--- config.mk ---
export PLATFORM = sky130hd
export DESIGN_NAME = vad_norm
export DESIGN_NICKNAME = d
export VERILOG_FILES = /design/src/hdl/vad_pkg.sv /design/src/hdl/vad_norm.sv
export SDC_FILE = /design/constraint.sdc
export NUM_CORES = 1
export LEC_CHECK = 0
export ABC_AREA = 1
export BUFFER_PORTS_ARGS = -buffer_cell sky130_fd_sc_hd__buf_2
export CAP_MARGIN = 20
export CORE_AREA = 2 2 270 272
export DETAILED_ROUTE_END_ITERATION = 16
export DIE_AREA = 0 0 272 274
export PLACE_DENSITY = 0.6
export SETUP_SLACK_MARGIN = 0.15
export SKIP_LAST_GASP = 1
export SLEW_MARGIN = 20
export SYNTH_ARGS = -nofsm -noshare
export SYNTH_HDL_FRONTEND = slang
export SYNTH_SLANG_ARGS = --single-unit
--- constraint.sdc ---
create_clock -name clk_i -period 9.2 [get_ports clk_i]
set_input_delay 1.84 -clock clk_i [delete_from_list [all_inputs] [get_ports clk_i]]
set_output_delay 1.84 -clock clk_i [all_outputs]
set_load 0.03 [all_outputs]
--- src/hdl/vad_pkg.sv ---
package vad_pkg;

  localparam int unsigned DATA_W     = 32;
  localparam int unsigned COMP_W_DEF = 32;
  localparam int unsigned ANGLE_W    = 24;
  localparam int unsigned POS_W      = $clog2(DATA_W);

  // normalized component: magnitude below 2^30, signed
  localparam int unsigned MAG_W   = 30;
  localparam int unsigned NORM_W  = MAG_W + 1;
  localparam int unsigned NORM_LAT = 3;

  localparam int unsigned PROD_W  = 2 * NORM_W;
  localparam int unsigned SUM_W   = 64;
  localparam int unsigned NRM2_W  = 62;
  localparam int unsigned ROOT_W  = NRM2_W / 2;
  localparam int unsigned DEN_SH  = 28;
  localparam int unsigned DMAG_W  = SUM_W - DEN_SH;
  localparam int unsigned DEN_W   = 2 * ROOT_W - DEN_SH;
  localparam int unsigned DMAG_HI = DMAG_W / 2;
  localparam int unsigned DMAG_LO = DMAG_W - DMAG_HI;

  localparam int unsigned DVD_W   = 64;
  localparam int unsigned FRAC_SH = 30;
  localparam int unsigned Q_W     = 32;
  localparam int unsigned C_W     = 31;
  localparam logic [C_W-1:0] ONE_Q30 = C_W'(1) << FRAC_SH;

  localparam int unsigned CORDIC_STEPS = 30;
  localparam int unsigned CX_W = 34;
  localparam int unsigned CZ_W = 33;
  localparam int unsigned RAD_W = 32;

  localparam logic [RAD_W-1:0] PI_Q30      = 32'd3373259426;
  localparam logic [29:0]      RAD2DEG_Q24 = 30'd961263669;
  localparam int unsigned      DEG_PROD_W  = RAD_W + 30;
  localparam int unsigned      DEG_SH      = 38;
  localparam logic [ANGLE_W-1:0] DEG_MAX   = 24'd11796480;

  typedef struct packed {
    logic vld;
    logic degen;
    logic neg;
  } tag_t;

  function automatic logic [CZ_W-1:0] atan_q30(input int unsigned i);
    logic [CZ_W-1:0] r;
    case (i)
      0:  r = CZ_W'(32'h3243F6A8);
      1:  r = CZ_W'(32'h1DAC6705);
      2:  r = CZ_W'(32'h0FADBAFC);
      3:  r = CZ_W'(32'h07F56EA6);
      4:  r = CZ_W'(32'h03FEAB76);
      5:  r = CZ_W'(32'h01FFD55B);
      6:  r = CZ_W'(32'h00FFFAAA);
      7:  r = CZ_W'(32'h007FFF55);
      8:  r = CZ_W'(32'h003FFFEA);
      9:  r = CZ_W'(32'h001FFFFD);
      10: r = CZ_W'(32'h000FFFFF);
      11: r = CZ_W'(32'h0007FFFF);
      12: r = CZ_W'(32'h0003FFFF);
      13: r = CZ_W'(32'h0001FFFF);
      14: r = CZ_W'(32'h0000FFFF);
      15: r = CZ_W'(32'h00007FFF);
      16: r = CZ_W'(32'h00003FFF);
      17: r = CZ_W'(32'h00001FFF);
      18: r = CZ_W'(32'h00000FFF);
      19: r = CZ_W'(32'h000007FF);
      20: r = CZ_W'(32'h000003FF);
      21: r = CZ_W'(32'h000001FF);
      22: r = CZ_W'(32'h000000FF);
      23: r = CZ_W'(32'h0000007F);
      24: r = CZ_W'(32'h0000003F);
      25: r = CZ_W'(32'h0000001F);
      26: r = CZ_W'(32'h0000000F);
      27: r = CZ_W'(32'h00000007);
      28: r = CZ_W'(32'h00000003);
      29: r = CZ_W'(32'h00000001);
      default: r = '0;
    endcase
    return r;
  endfunction

endpackage

--- src/hdl/vad_norm.sv ---
module vad_norm import vad_pkg::*; #(
  parameter int unsigned CompW = COMP_W_DEF
) (
  input  logic                     clk_i,
  input  logic                     en_i,
  input  logic [DATA_W-1:0]        raw_i [3],
  output logic signed [NORM_W-1:0] comp_o [3],
  output logic                     zero_o
);

  logic signed [DATA_W-1:0] ext [3];
  logic [DATA_W-1:0] mag_a_d [3];
  logic [DATA_W-1:0] mag_a_q [3];
  logic [DATA_W-1:0] mag_b_q [3];
  logic [2:0]        sgn_a_d, sgn_a_q, sgn_b_q;
  logic [DATA_W-1:0] max_a_d, max_a_q;
  logic [POS_W-1:0]  pos_b_d, pos_b_q;
  logic              zero_b_q, zero_c_q;
  logic [POS_W-1:0]  rsh, lsh;
  logic signed [NORM_W-1:0] comp_c_d [3];
  logic signed [NORM_W-1:0] comp_c_q [3];
  logic [MAG_W-1:0]  scaled [3];

  // stage A: sign extend, magnitudes, largest magnitude
  always_comb begin
    max_a_d = '0;
    for (int i = 0; i < 3; i++) begin
      ext[i]     = DATA_W'(signed'(raw_i[i][CompW-1:0]));
      sgn_a_d[i] = ext[i][DATA_W-1];
      mag_a_d[i] = sgn_a_d[i] ? DATA_W'(-ext[i]) : DATA_W'(ext[i]);
      if (mag_a_d[i] > max_a_d) max_a_d = mag_a_d[i];
    end
  end

  // stage B: leading one of the largest magnitude
  always_comb begin
    pos_b_d = '0;
    for (int i = 0; i < DATA_W; i++) begin
      if (max_a_q[i]) pos_b_d = POS_W'(i);
    end
  end

  // stage C: bring the leading one to bit MAG_W-1
  always_comb begin
    rsh = (pos_b_q >= POS_W'(MAG_W)) ? pos_b_q - POS_W'(MAG_W - 1) : '0;
    lsh = (pos_b_q <  POS_W'(MAG_W)) ? POS_W'(MAG_W - 1) - pos_b_q : '0;
    for (int i = 0; i < 3; i++) begin
      scaled[i]   = MAG_W'((mag_b_q[i] >> rsh) << lsh);
      comp_c_d[i] = sgn_b_q[i] ? -signed'(NORM_W'(scaled[i])) : signed'(NORM_W'(scaled[i]));
    end
  end

  always_ff @(posedge clk_i) begin
    if (en_i) begin
      mag_a_q  <= mag_a_d;
      sgn_a_q  <= sgn_a_d;
      max_a_q  <= max_a_d;
      mag_b_q  <= mag_a_q;
      sgn_b_q  <= sgn_a_q;
      pos_b_q  <= pos_b_d;
      zero_b_q <= (max_a_q == '0);
      comp_c_q <= comp_c_d;
      zero_c_q <= zero_b_q;
    end
  end

  assign comp_o = comp_c_q;
  assign zero_o = zero_c_q;

endmodule

==> results.toml <==
[place]
place_area_sq_um = 29100
placed_cells = 4913
hpwl_microns = 69800
port-buffer-count = 191
gp_congestion = 0.954

[die]
placeableCoreArea_sq_um = 72000
fp.dieArea_sq_um = 74500
rows = 99
initial_core_util_pct = 38.4
die_width_microns = 272
floorplan.io_pins = 192
die_height_microns = 274

[synth]
synth.cell_area_sq_um = 27600
syn-mean-instance-area_sq_um = 7.00
yosysWarningCount = 0
post_synth_num_cell_types = 50
synth_edf_count = 330
postSynth.topFlopCell = "edfxtp_1"
netlist_instances = 3944
synth-async-reset-ratio_pct = 0
synth.yosys.seq_area_share_pct = 35.9
synth_fp_nets = 4117
synth_register_bits = 330

[power]
power.leakage_nw = 13.8
ir_drop_mv = 0.158
power_density_nw_per_um2 = 250

[cts]
clk-insertion-delay-late_ns = 0.59
max-clock-path-buffers = 3
ctsHtreeMaxLevel = 2
tritoncts_clock_tree = "built"
cts_repair_resize_count = 0
post-cts-setup-buffers = 0
post_cts_hold_buffer_count = 0
cts_buffers = 39
clockRootBuffer = "clkbuf_16"
clk_pin_slew_ns = 0.06
clock_sink_count = 330

[setup_path]
cp_slowest_cell = "nor4_1"
critical_path_arrival_ns = 8.47
crit_path_end_kind = "flip-flop"
ff2ff_path_depth = 23
critical_path_class = "in -> reg"
setup.worst_path.start_class = "input pin"
r2r_end = "comp_o[45]$_DFFE_PP_"
worst_path_most_repeated_cell = "nand2_1"
crit_path_max_fanout = 62
worst-endpoint-required_ns = 9.52
crit_path_max_incr_delay_ns = 0.50
r2r-start = "pos_b_q[1]$_SDFFCE_PP1P_"
ff2ff_setup_slack_ns = 3.45

[global_routing]
antenna_found_initial = 4
grt_first_pass_wirelength_microns = 142000
grt_util_all_layers_pct = 24.1
vias_in_the_first_global_route = 24700
globalRouteOverflowTotal = 0
grt_max_degree = 143

[drt]
wl_microns = 91500
detailedRoute.firstPassIterationCount = 6
remaining_drc_errors = 0
route.vias.total = 27400
wire_per_inst_microns = 18.4
vias_per_cell = 5.51
route.antenna.remaining_nets = 0
first_iter_violations = 3274

[timing]
setup_repair_after_global_routing_missed_its_margin = "no"
total_setup_violations_reported_at_the_end_of_the_flow = 0
clock-skew-final_ns = 0.0220
slew-limit-headroom_pct = 28.8
maximum_operating_frequency_ghz = 0.123
report.final.hold_viol_count = 0
period_utilisation_layout_pct = 88.6
final.min_clock_period_ns = 8.15
worstMarginPinSlew_ns = 1.07
final.setup.tns_ns = 0
timing.final.max_slew_violations = 0

[layout]
post_route_cells_drive_above_1_share_pct = 10.1
fin_nets = 4169
final_common_cell = "nand2_1"
layout_common_cells = "nand2_1, nand3_1, edfxtp_1"
layoutNonFillerInstCount = 4985
layout-area-overhead-vs-synth_pct = 9.79
final.fill_count = 7524
stdcell_area_sq_um = 30300

[hold_path]
whs_path_depth = 0
worst_hold_startpoint = "mag_a_q[41]$_DFFE_PP_"
worstHoldEndpoint = "mag_b_q[41]$_DFFE_PP_"
hold_path_class = "reg -> reg"

[status]
status = "finished clean"

[flow_run]
cap_viol_max_count = 0
==> critical path: cells and delay by family <==
family          cells  cell delay [ns]
compound gates      3             0.58
xor+xnor            1             0.24
fa+ha+maj           3             0.80
buf+inv             6             0.97
simple gates       20             4.02
==> how the worst max path moves through the flow <==
| stage | from | endpoint |
|---|---|---|
| 6_report | raw_i[32] | max_a_q[14]$_DFFE_PP_ |
| 5_1_grt | raw_i[32] | max_a_q[4]$_DFFE_PP_ |
| 4_1_cts | raw_i[32] | max_a_q[4]$_DFFE_PP_ |
| 3_5_place_dp | raw_i[32] | max_a_q[4]$_DFFE_PP_ |
| 3_3_place_gp | raw_i[32] | max_a_q[27]$_DFFE_PP_ |
| 2_1_floorplan | raw_i[65] | max_a_q[24]$_DFFE_PP_ |
==> per-layer routing <==
| layer | GRT usage, % | part of all wire [%] |
|---|---|---|
| met5 | 0 | 0 |
| met4 | 6.00 | 2.4 |
| met3 | 2.65 | 6.7 |
| met2 | 39.1 | 46 |
| met1 | 34.4 | 45 |
==> cells in the mapped netlist (2+ instances only) <==
master    count  area [sq um]
buf_6        15           169
o211ai_2      5          62.6
o21ai_1      24           120
buf_4        13          97.6
a211oi_1      4          30.0
inv_1       252           946
buf_2        55           275
nand3_4       2          35.0
a31oi_1       5          31.3
nor3_1       24           120
o221ai_1      3          26.3
nor2_1      173           649
xnor2_1      30           263
inv_2        18          67.6
and2_1        3          18.8
edfxtp_1    330          9910
nand4_1      69           432
o211ai_1     27           203
o21ai_0     124           621
ha_1         75           938
o31ai_1       5          37.5
nor2_8        2          40.0
nand2_4       2          22.5
clkinv_1      3          11.3
a21oi_1      51           255
or2_2        12          75.1
nor2_4        3          33.8
nand3_1    1095          5480
buf_1        64           240
nand2_2      23           144
nor2_2       16           100
o21ai_2       7          61.3
nand3b_1      5          37.5
nor4_1        8          50.1
xor2_1      109           955
nand3_2      23           230
o41ai_1       2          17.5
nand4_2       2          25.0
clkbuf_1     65           244
nand2_1    1186          4450
==> kinds of logic (layout without fill, tap and decap cells) <==
family / count (synthesis) / count (layout) / share of synthesized area (%)
compound gates: 262 / 262 / 5.50
xor+xnor: 139 / 139 / 4.41
fa+ha+maj: 75 / 75 / 3.40
buf+inv: 486 / 566 / 7.45
flops: 330 / 330 / 35.9
other cells: 0 / 2 / 0
simple gates: 2652 / 2652 / 43.4
==> cell type report <==
cell class	instances	area, sq um	share of cell area (%)
diodes	2	5.00	0.0165
repair buffers	223	1250	4.13
clock inverters	27	241	0.796
flip-flops and latches	330	9910	32.7
inverters	274	1030	3.40
multi-input cells	3128	15700	51.8
well taps	959	1200	3.96
clock buffers	42	987	3.26
==> report_power, final <==
part           switching [mW]  leakage [nW]  internal (mW)  total (mW)
logic                    2.81          9.93           1.13        3.94
clock network           0.671         0.582          0.820        1.49
registers               0.109          3.23           2.04        2.14
==> stage by stage <==
stage / utilization [%] / hold slack (ns) / power, mW / worst slack, ns
final: 42.1 / 0.410 / 7.58 / 1.05
after global routing: 42.1 / 0.419 / 8.16 / 0.475
after CTS: 42.1 / 0.402 / 7.57 / 0.975
after detailed placement: 40.4 / 0.405 / 6.06 / 0.400
after global placement: 40.4 / 0.400 / 6.04 / 0.501
after floorplan: - / 0.400 / 5.03 / 2.27
==> registers in the layout, summed over array words and instances (netlist names) <==
| name | cells |
|---|---|
| zero_b_q | 1 |
| mag_a_q | 96 |
| sgn_b_q | 3 |
| sgn_a_q | 3 |
| zero_o | 1 |
| pos_b_q | 5 |
| max_a_q | 32 |
| mag_b_q | 96 |
| comp_o | 93 |
(Power assumes the default switching activity.)
