`config.mk`:
```
export PLATFORM = sky130hd
export DESIGN_NAME = vad_isqrt
export DESIGN_NICKNAME = d
export VERILOG_FILES = /design/src/hdl/vad_pkg.sv /design/src/hdl/vad_isqrt.sv
export SDC_FILE = /design/constraint.sdc
export NUM_CORES = 2
export LEC_CHECK = 0
export BUFFER_PORTS_ARGS = -buffer_cell sky130_fd_sc_hd__buf_2
export CAP_MARGIN = 30
export CORE_UTILIZATION = 56
export CTS_CLUSTER_DIAMETER = 50
export DETAILED_ROUTE_END_ITERATION = 16
export PLACE_DENSITY = 0.74
export REMOVE_ABC_BUFFERS = 1
export SYNTH_ARGS = -nofsm -noshare
export SYNTH_HDL_FRONTEND = slang
export SYNTH_SLANG_ARGS = --single-unit
```
`constraint.sdc`:
```
create_clock -name clk_i -period 7.7 [get_ports clk_i]
set_input_delay 1.54 -clock clk_i [delete_from_list [all_inputs] [get_ports clk_i]]
set_output_delay 1.54 -clock clk_i [all_outputs]
set_load 0.005 [all_outputs]
```
`src/hdl/vad_pkg.sv`:
```
package vad_pkg;

  localparam int unsigned DATA_W     = 32;
  localparam int unsigned COMP_W_DEF = 32;
  localparam int unsigned ANGLE_W    = 24;
  localparam int unsigned POS_W      = $clog2(DATA_W);

  // normalized component: magnitude below 2^30, signed
  localparam int unsigned MAG_W   = 30;
  localparam int unsigned NORM_W  = MAG_W + 1;
  localparam int unsigned NORM_LAT = 3;

  localparam int unsigned PROD_W  = 2 * NORM_W;
  localparam int unsigned SUM_W   = 64;
  localparam int unsigned NRM2_W  = 62;
  localparam int unsigned ROOT_W  = NRM2_W / 2;
  localparam int unsigned DEN_SH  = 28;
  localparam int unsigned DMAG_W  = SUM_W - DEN_SH;
  localparam int unsigned DEN_W   = 2 * ROOT_W - DEN_SH;
  localparam int unsigned DMAG_HI = DMAG_W / 2;
  localparam int unsigned DMAG_LO = DMAG_W - DMAG_HI;

  localparam int unsigned DVD_W   = 64;
  localparam int unsigned FRAC_SH = 30;
  localparam int unsigned Q_W     = 32;
  localparam int unsigned C_W     = 31;
  localparam logic [C_W-1:0] ONE_Q30 = C_W'(1) << FRAC_SH;

  localparam int unsigned CORDIC_STEPS = 30;
  localparam int unsigned CX_W = 34;
  localparam int unsigned CZ_W = 33;
  localparam int unsigned RAD_W = 32;

  localparam logic [RAD_W-1:0] PI_Q30      = 32'd3373259426;
  localparam logic [29:0]      RAD2DEG_Q24 = 30'd961263669;
  localparam int unsigned      DEG_PROD_W  = RAD_W + 30;
  localparam int unsigned      DEG_SH      = 38;
  localparam logic [ANGLE_W-1:0] DEG_MAX   = 24'd11796480;

  typedef struct packed {
    logic vld;
    logic degen;
    logic neg;
  } tag_t;

  function automatic logic [CZ_W-1:0] atan_q30(input int unsigned i);
    logic [CZ_W-1:0] r;
    case (i)
      0:  r = CZ_W'(32'h3243F6A8);
      1:  r = CZ_W'(32'h1DAC6705);
      2:  r = CZ_W'(32'h0FADBAFC);
      3:  r = CZ_W'(32'h07F56EA6);
      4:  r = CZ_W'(32'h03FEAB76);
      5:  r = CZ_W'(32'h01FFD55B);
      6:  r = CZ_W'(32'h00FFFAAA);
      7:  r = CZ_W'(32'h007FFF55);
      8:  r = CZ_W'(32'h003FFFEA);
      9:  r = CZ_W'(32'h001FFFFD);
      10: r = CZ_W'(32'h000FFFFF);
      11: r = CZ_W'(32'h0007FFFF);
      12: r = CZ_W'(32'h0003FFFF);
      13: r = CZ_W'(32'h0001FFFF);
      14: r = CZ_W'(32'h0000FFFF);
      15: r = CZ_W'(32'h00007FFF);
      16: r = CZ_W'(32'h00003FFF);
      17: r = CZ_W'(32'h00001FFF);
      18: r = CZ_W'(32'h00000FFF);
      19: r = CZ_W'(32'h000007FF);
      20: r = CZ_W'(32'h000003FF);
      21: r = CZ_W'(32'h000001FF);
      22: r = CZ_W'(32'h000000FF);
      23: r = CZ_W'(32'h0000007F);
      24: r = CZ_W'(32'h0000003F);
      25: r = CZ_W'(32'h0000001F);
      26: r = CZ_W'(32'h0000000F);
      27: r = CZ_W'(32'h00000007);
      28: r = CZ_W'(32'h00000003);
      29: r = CZ_W'(32'h00000001);
      default: r = '0;
    endcase
    return r;
  endfunction

endpackage

```
`src/hdl/vad_isqrt.sv`:
```
module vad_isqrt import vad_pkg::*; #(
  parameter int unsigned NW = NRM2_W,
  parameter int unsigned PW = 1
) (
  input  logic            clk_i,
  input  logic            rst_ni,
  input  logic            en_i,
  input  tag_t            tag_i,
  input  logic [NW-1:0]   n_i,
  input  logic [PW-1:0]   pass_i,
  output tag_t            tag_o,
  output logic [NW/2-1:0] root_o,
  output logic [PW-1:0]   pass_o
);

  localparam int unsigned RW = NW / 2;

  tag_t          tag_q  [RW];
  logic [NW-1:0] rem_q  [RW];
  logic [RW-1:0] root_q [RW];
  logic [PW-1:0] pass_q [RW];

  // one root bit per stage, most significant first
  for (genvar k = 0; k < RW; k++) begin : g_stage
    localparam int unsigned B = RW - 1 - k;
    tag_t          tag_in;
    logic [NW-1:0] rem_in;
    logic [RW-1:0] root_in;
    logic [PW-1:0] pass_in;
    logic [NW:0]   cand;
    logic          take;

    if (k == 0) begin : g_first
      assign tag_in  = tag_i;
      assign rem_in  = n_i;
      assign root_in = '0;
      assign pass_in = pass_i;
    end else begin : g_next
      assign tag_in  = tag_q[k-1];
      assign rem_in  = rem_q[k-1];
      assign root_in = root_q[k-1];
      assign pass_in = pass_q[k-1];
    end

    assign cand = ((NW+1)'(root_in) << (B + 1)) + ((NW+1)'(1) << (2 * B));
    assign take = {1'b0, rem_in} >= cand;

    always_ff @(posedge clk_i or negedge rst_ni) begin
      if (!rst_ni) begin
        tag_q[k] <= '0;
      end else if (en_i) begin
        tag_q[k] <= tag_in;
      end
    end

    always_ff @(posedge clk_i) begin
      if (en_i) begin
        rem_q[k]  <= take ? rem_in - cand[NW-1:0] : rem_in;
        root_q[k] <= take ? (root_in | (RW'(1) << B)) : root_in;
        pass_q[k] <= pass_in;
      end
    end
  end

  assign tag_o  = tag_q[RW-1];
  assign root_o = root_q[RW-1];
  assign pass_o = pass_q[RW-1];

endmodule

```
==> flow_summary.yaml <==
yosys:
  ys_seq_area_share_pct: 63.1
  number_of_enable_flip_flop_cells_after_synthesis: 2387
  post_synth.cell_area_avg_um2: 12.8
  synth.ff_latch_count: 2480
  synth_warnings: 0
  netlist_area_um2: 117000
  post_synth_num_cell_types: 93
  ys_dominant_reg_cell: "sky130_fd_sc_hd__edfxtp_1"
  post_synth_inst_count: 9201
  synth-async-reset-ratio_pct: 3.75
pwr:
  power.density_nw_per_um2: 305
  p_int_mw: 28.3
  combinationalPowerShare_pct: 20.0
  pwr-share-clk_pct: 33.5
  static_leakage_nw: 49.7
  switching_share_pct: 29.1
  irDropWorstVdd_mv: 0.262
  power.switching_mw: 11.6
  fin_total_pwr_mw: 39.9
  power.sequential.fraction_pct: 46.6
worst_hold_path:
  worst_hold_path_type: "reg2reg"
  hold_path.startpoint: "rem_q[1][441]"
  holdPathStages: 0
  worst_hold_path.endpoint: "rem_q[1][503]"
global_routing:
  number_of_antenna_violations_at_the_first_check_in_global_routing: 14
  grt_max_degree: 220
  global_route.overflow_total: 0
  grt_pass1_wl_mm: 424
  grt_pass1_vias: 73500
  groute.usage.overall_pct: 26.0
worst_setup_path:
  end_of_the_worst_register_to_register_path: "rem_q[1][538]"
  ff2ff_setup_slack_ns: 2.94
  cp_max_fo: 45
  required_time_of_the_critical_path_ns: 8.32
  worst-r2r-cell-count: 11
  setup.worst_path.start_class: "register"
  arrival_ns: 5.38
  reg_to_reg_startpoint: "rem_q[1][448]"
  criticalPathCategory: "reg2reg"
  critical_path.endpoint_type: "register"
sta:
  timing_hold_violations_final: 0
  hold_slack_ns: 0.372
  period_minus_slack_ns: 4.76
  setup_tns_ns: 0
  slew_violations: 0
  achievable-frequency_mhz: 210
  rsz_0062_raised_after_global_routing: "no"
  timing.final.crit_share_pct: 61.8
  setup-violations-final: 0
  timing_worst_slew_pin_value_ns: 1.11
  timing.slew.headroom_pct: 24.8
  worst_clock_skew_ns: 0.0759
layout:
  area.growth.synth_to_final_pct: 11.4
  layout.filler_cells: 15600
  utilization_pct: 63.0
  fin_nets: 10100
  fraction_of_final_layout_cells_sized_beyond_drive_strength_1_pct: 9.07
  final-seq-area_um2: 74000
  multi_input_comb_area_um2: 40300
drt:
  average_routed_wire_per_standard_cell_um: 22.2
  postRouteAntennaNets: 0
  drt-initial-drc-count: 7986
  detail_route.wirelength_mm: 277
  via_per_inst: 6.01
  firstDrtPassIters: 5
  route.detailed.drc: 0
  routed-via-count: 75100
die:
  die-width_um: 460
  initial_utilization_pct: 56.5
  core-area_um2: 208000
  pin_count: 104
  placement_rows: 167
  floorplan.die.height_um: 460
  area_enclosed_by_the_die_boundary_um2: 211000
clock_tree:
  cts_tree: "done"
  cts.sinks: 2480
  postCtsHoldBufs: 0
  cts_max_path_buffers: 4
  clk_root_buffer_cell: "sky130_fd_sc_hd__clkbuf_16"
  clock_latency_ns: 0.93
  post_cts.repair.setup_buffers: 0
  htree_levels: 5
  cts_made_buffers: 299
  clkSlewWorstSetupHoldPaths_ns: 0.06
  cts.repair.resized: 0
placement:
  numPortBuffers: 103
  gpl.final_weighted_congestion: 0.940
  hpwl_mm: 204
status:
  outcome: "finished clean"
job:
  maxCapViolCount: 0
[layer usage]
metal,global-route usage [%],routed length (µm)
met5,0,12
met4,7.13,6980
met3,4.22,19400
met2,43.0,133000
met1,35.7,117000
[cell families (layout without fill, tap and decap cells)]
group	after synthesis	in the layout	synth area share, %
simple gates	2662	2662	11.8
flops	2480	2480	63.1
compound gates	1694	1694	8.96
buf+inv	834	1344	2.70
xor+xnor	809	809	6.04
fa+ha+maj	525	525	5.60
mux	197	197	1.88
other cells	0	5	0
[cell usage in the layout, fill, tap and decap left out, types with 39 or more instances in the layout]
master / count
sky130_fd_sc_hd__nor4b_1: 59
sky130_fd_sc_hd__nand2b_1: 99
sky130_fd_sc_hd__a31oi_1: 51
sky130_fd_sc_hd__nand4_1: 147
sky130_fd_sc_hd__clkbuf_16: 305
sky130_fd_sc_hd__a21oi_1: 591
sky130_fd_sc_hd__dfrtp_1: 93
sky130_fd_sc_hd__a21o_1: 195
sky130_fd_sc_hd__o31ai_1: 39
sky130_fd_sc_hd__nor3_1: 273
sky130_fd_sc_hd__o21bai_1: 41
sky130_fd_sc_hd__ha_1: 525
sky130_fd_sc_hd__clkbuf_1: 50
sky130_fd_sc_hd__nand3_1: 143
sky130_fd_sc_hd__or4_1: 68
sky130_fd_sc_hd__inv_1: 646
sky130_fd_sc_hd__xor2_1: 440
sky130_fd_sc_hd__clkinv_1: 39
sky130_fd_sc_hd__a211oi_1: 53
sky130_fd_sc_hd__nor2b_1: 68
sky130_fd_sc_hd__nor4_1: 325
sky130_fd_sc_hd__o21a_1: 108
sky130_fd_sc_hd__or3_1: 92
sky130_fd_sc_hd__buf_2: 110
sky130_fd_sc_hd__buf_4: 58
sky130_fd_sc_hd__nand2_1: 527
sky130_fd_sc_hd__mux2_2: 188
sky130_fd_sc_hd__edfxtp_1: 2387
sky130_fd_sc_hd__o21ai_0: 371
sky130_fd_sc_hd__xnor2_1: 369
sky130_fd_sc_hd__nor2_1: 633
[cells in the mapped netlist (all sizes together), types with 145 or more instances]
cell	number	share of area (%)
nor3	275	1.2
nand4	148	0.79
xnor2	369	2.8
inv	648	2.1
ha	525	5.6
edfxtp	2387	61
nor2	633	2.0
xor2	440	3.3
mux2	188	1.8
nand2	527	1.7
a21oi	591	2.5
nor4	325	1.7
o21ai	372	1.6
nand3	145	0.63
a21o	195	1.2
clkbuf	158	0.51
[stage by stage]
step / cells / area [µm²] / worst slack, ns
after floorplan: 9015 / 117000 / 2.22
after global placement: 12000 / 121000 / 3.23
after detailed placement: 12000 / 121000 / 3.12
after CTS: 12500 / 131000 / 3.04
after global routing: 12500 / 131000 / 2.69
final: 12500 / 131000 / 2.94
[area by class of cell]
type,instances,share of cell area [%]
multi-input combinational,5887,30.8
antenna,5,0.00957
tap,2788,2.67
timing repair buffer,186,0.967
sequential,2480,56.6
inverter,648,1.86
clock buffer,356,5.99
clock inverter,154,1.11
[flip-flops by register name, indices dropped and copies added (netlist names)]
register,cells
g_stage.tag_in,90
tag_o,3
rem_q,1860
root_q,496
pass_q,31
[worst max path at each step]
stage                       start  cells past startpoint       endpoint
floorplan           rem_q[1][328]                     10  rem_q[1][433]
global placement    rem_q[1][448]                     11  rem_q[1][538]
detailed placement  rem_q[1][448]                     11  rem_q[1][538]
CTS                 rem_q[1][448]                     11  rem_q[1][538]
global route        rem_q[1][448]                     11  rem_q[1][538]
finish              rem_q[1][448]                     11  rem_q[1][538]
[critical path, stage by stage, from the launching register on]
cell and delay [ns]:
sky130_fd_sc_hd__edfxtp_1 0.40, sky130_fd_sc_hd__ha_1 0.36, sky130_fd_sc_hd__or4b_2 0.59, sky130_fd_sc_hd__nor4_1 0.64, sky130_fd_sc_hd__nand4_1 0.18, sky130_fd_sc_hd__nand4_1 0.14, sky130_fd_sc_hd__nand4bb_2 0.15, sky130_fd_sc_hd__buf_4 0.44
sky130_fd_sc_hd__and2_1 0.27, sky130_fd_sc_hd__a21boi_1 0.84, sky130_fd_sc_hd__nor3b_1 0.32, sky130_fd_sc_hd__xor2_1 0.09
[power groups by stage]
stage | Clock (mW) | Combinational [mW] | Sequential [mW]
detailed placement | 0 | 7.81 | 18.8
global placement | 0 | 7.69 | 18.8
floorplan | 0 | 5.69 | 18.1
CTS | 13.6 | 7.89 | 18.6
finish | 13.3 | 7.96 | 18.6
global route | 14.1 | 8.77 | 18.8
Note: power is estimated with default switching activity, not from simulation.
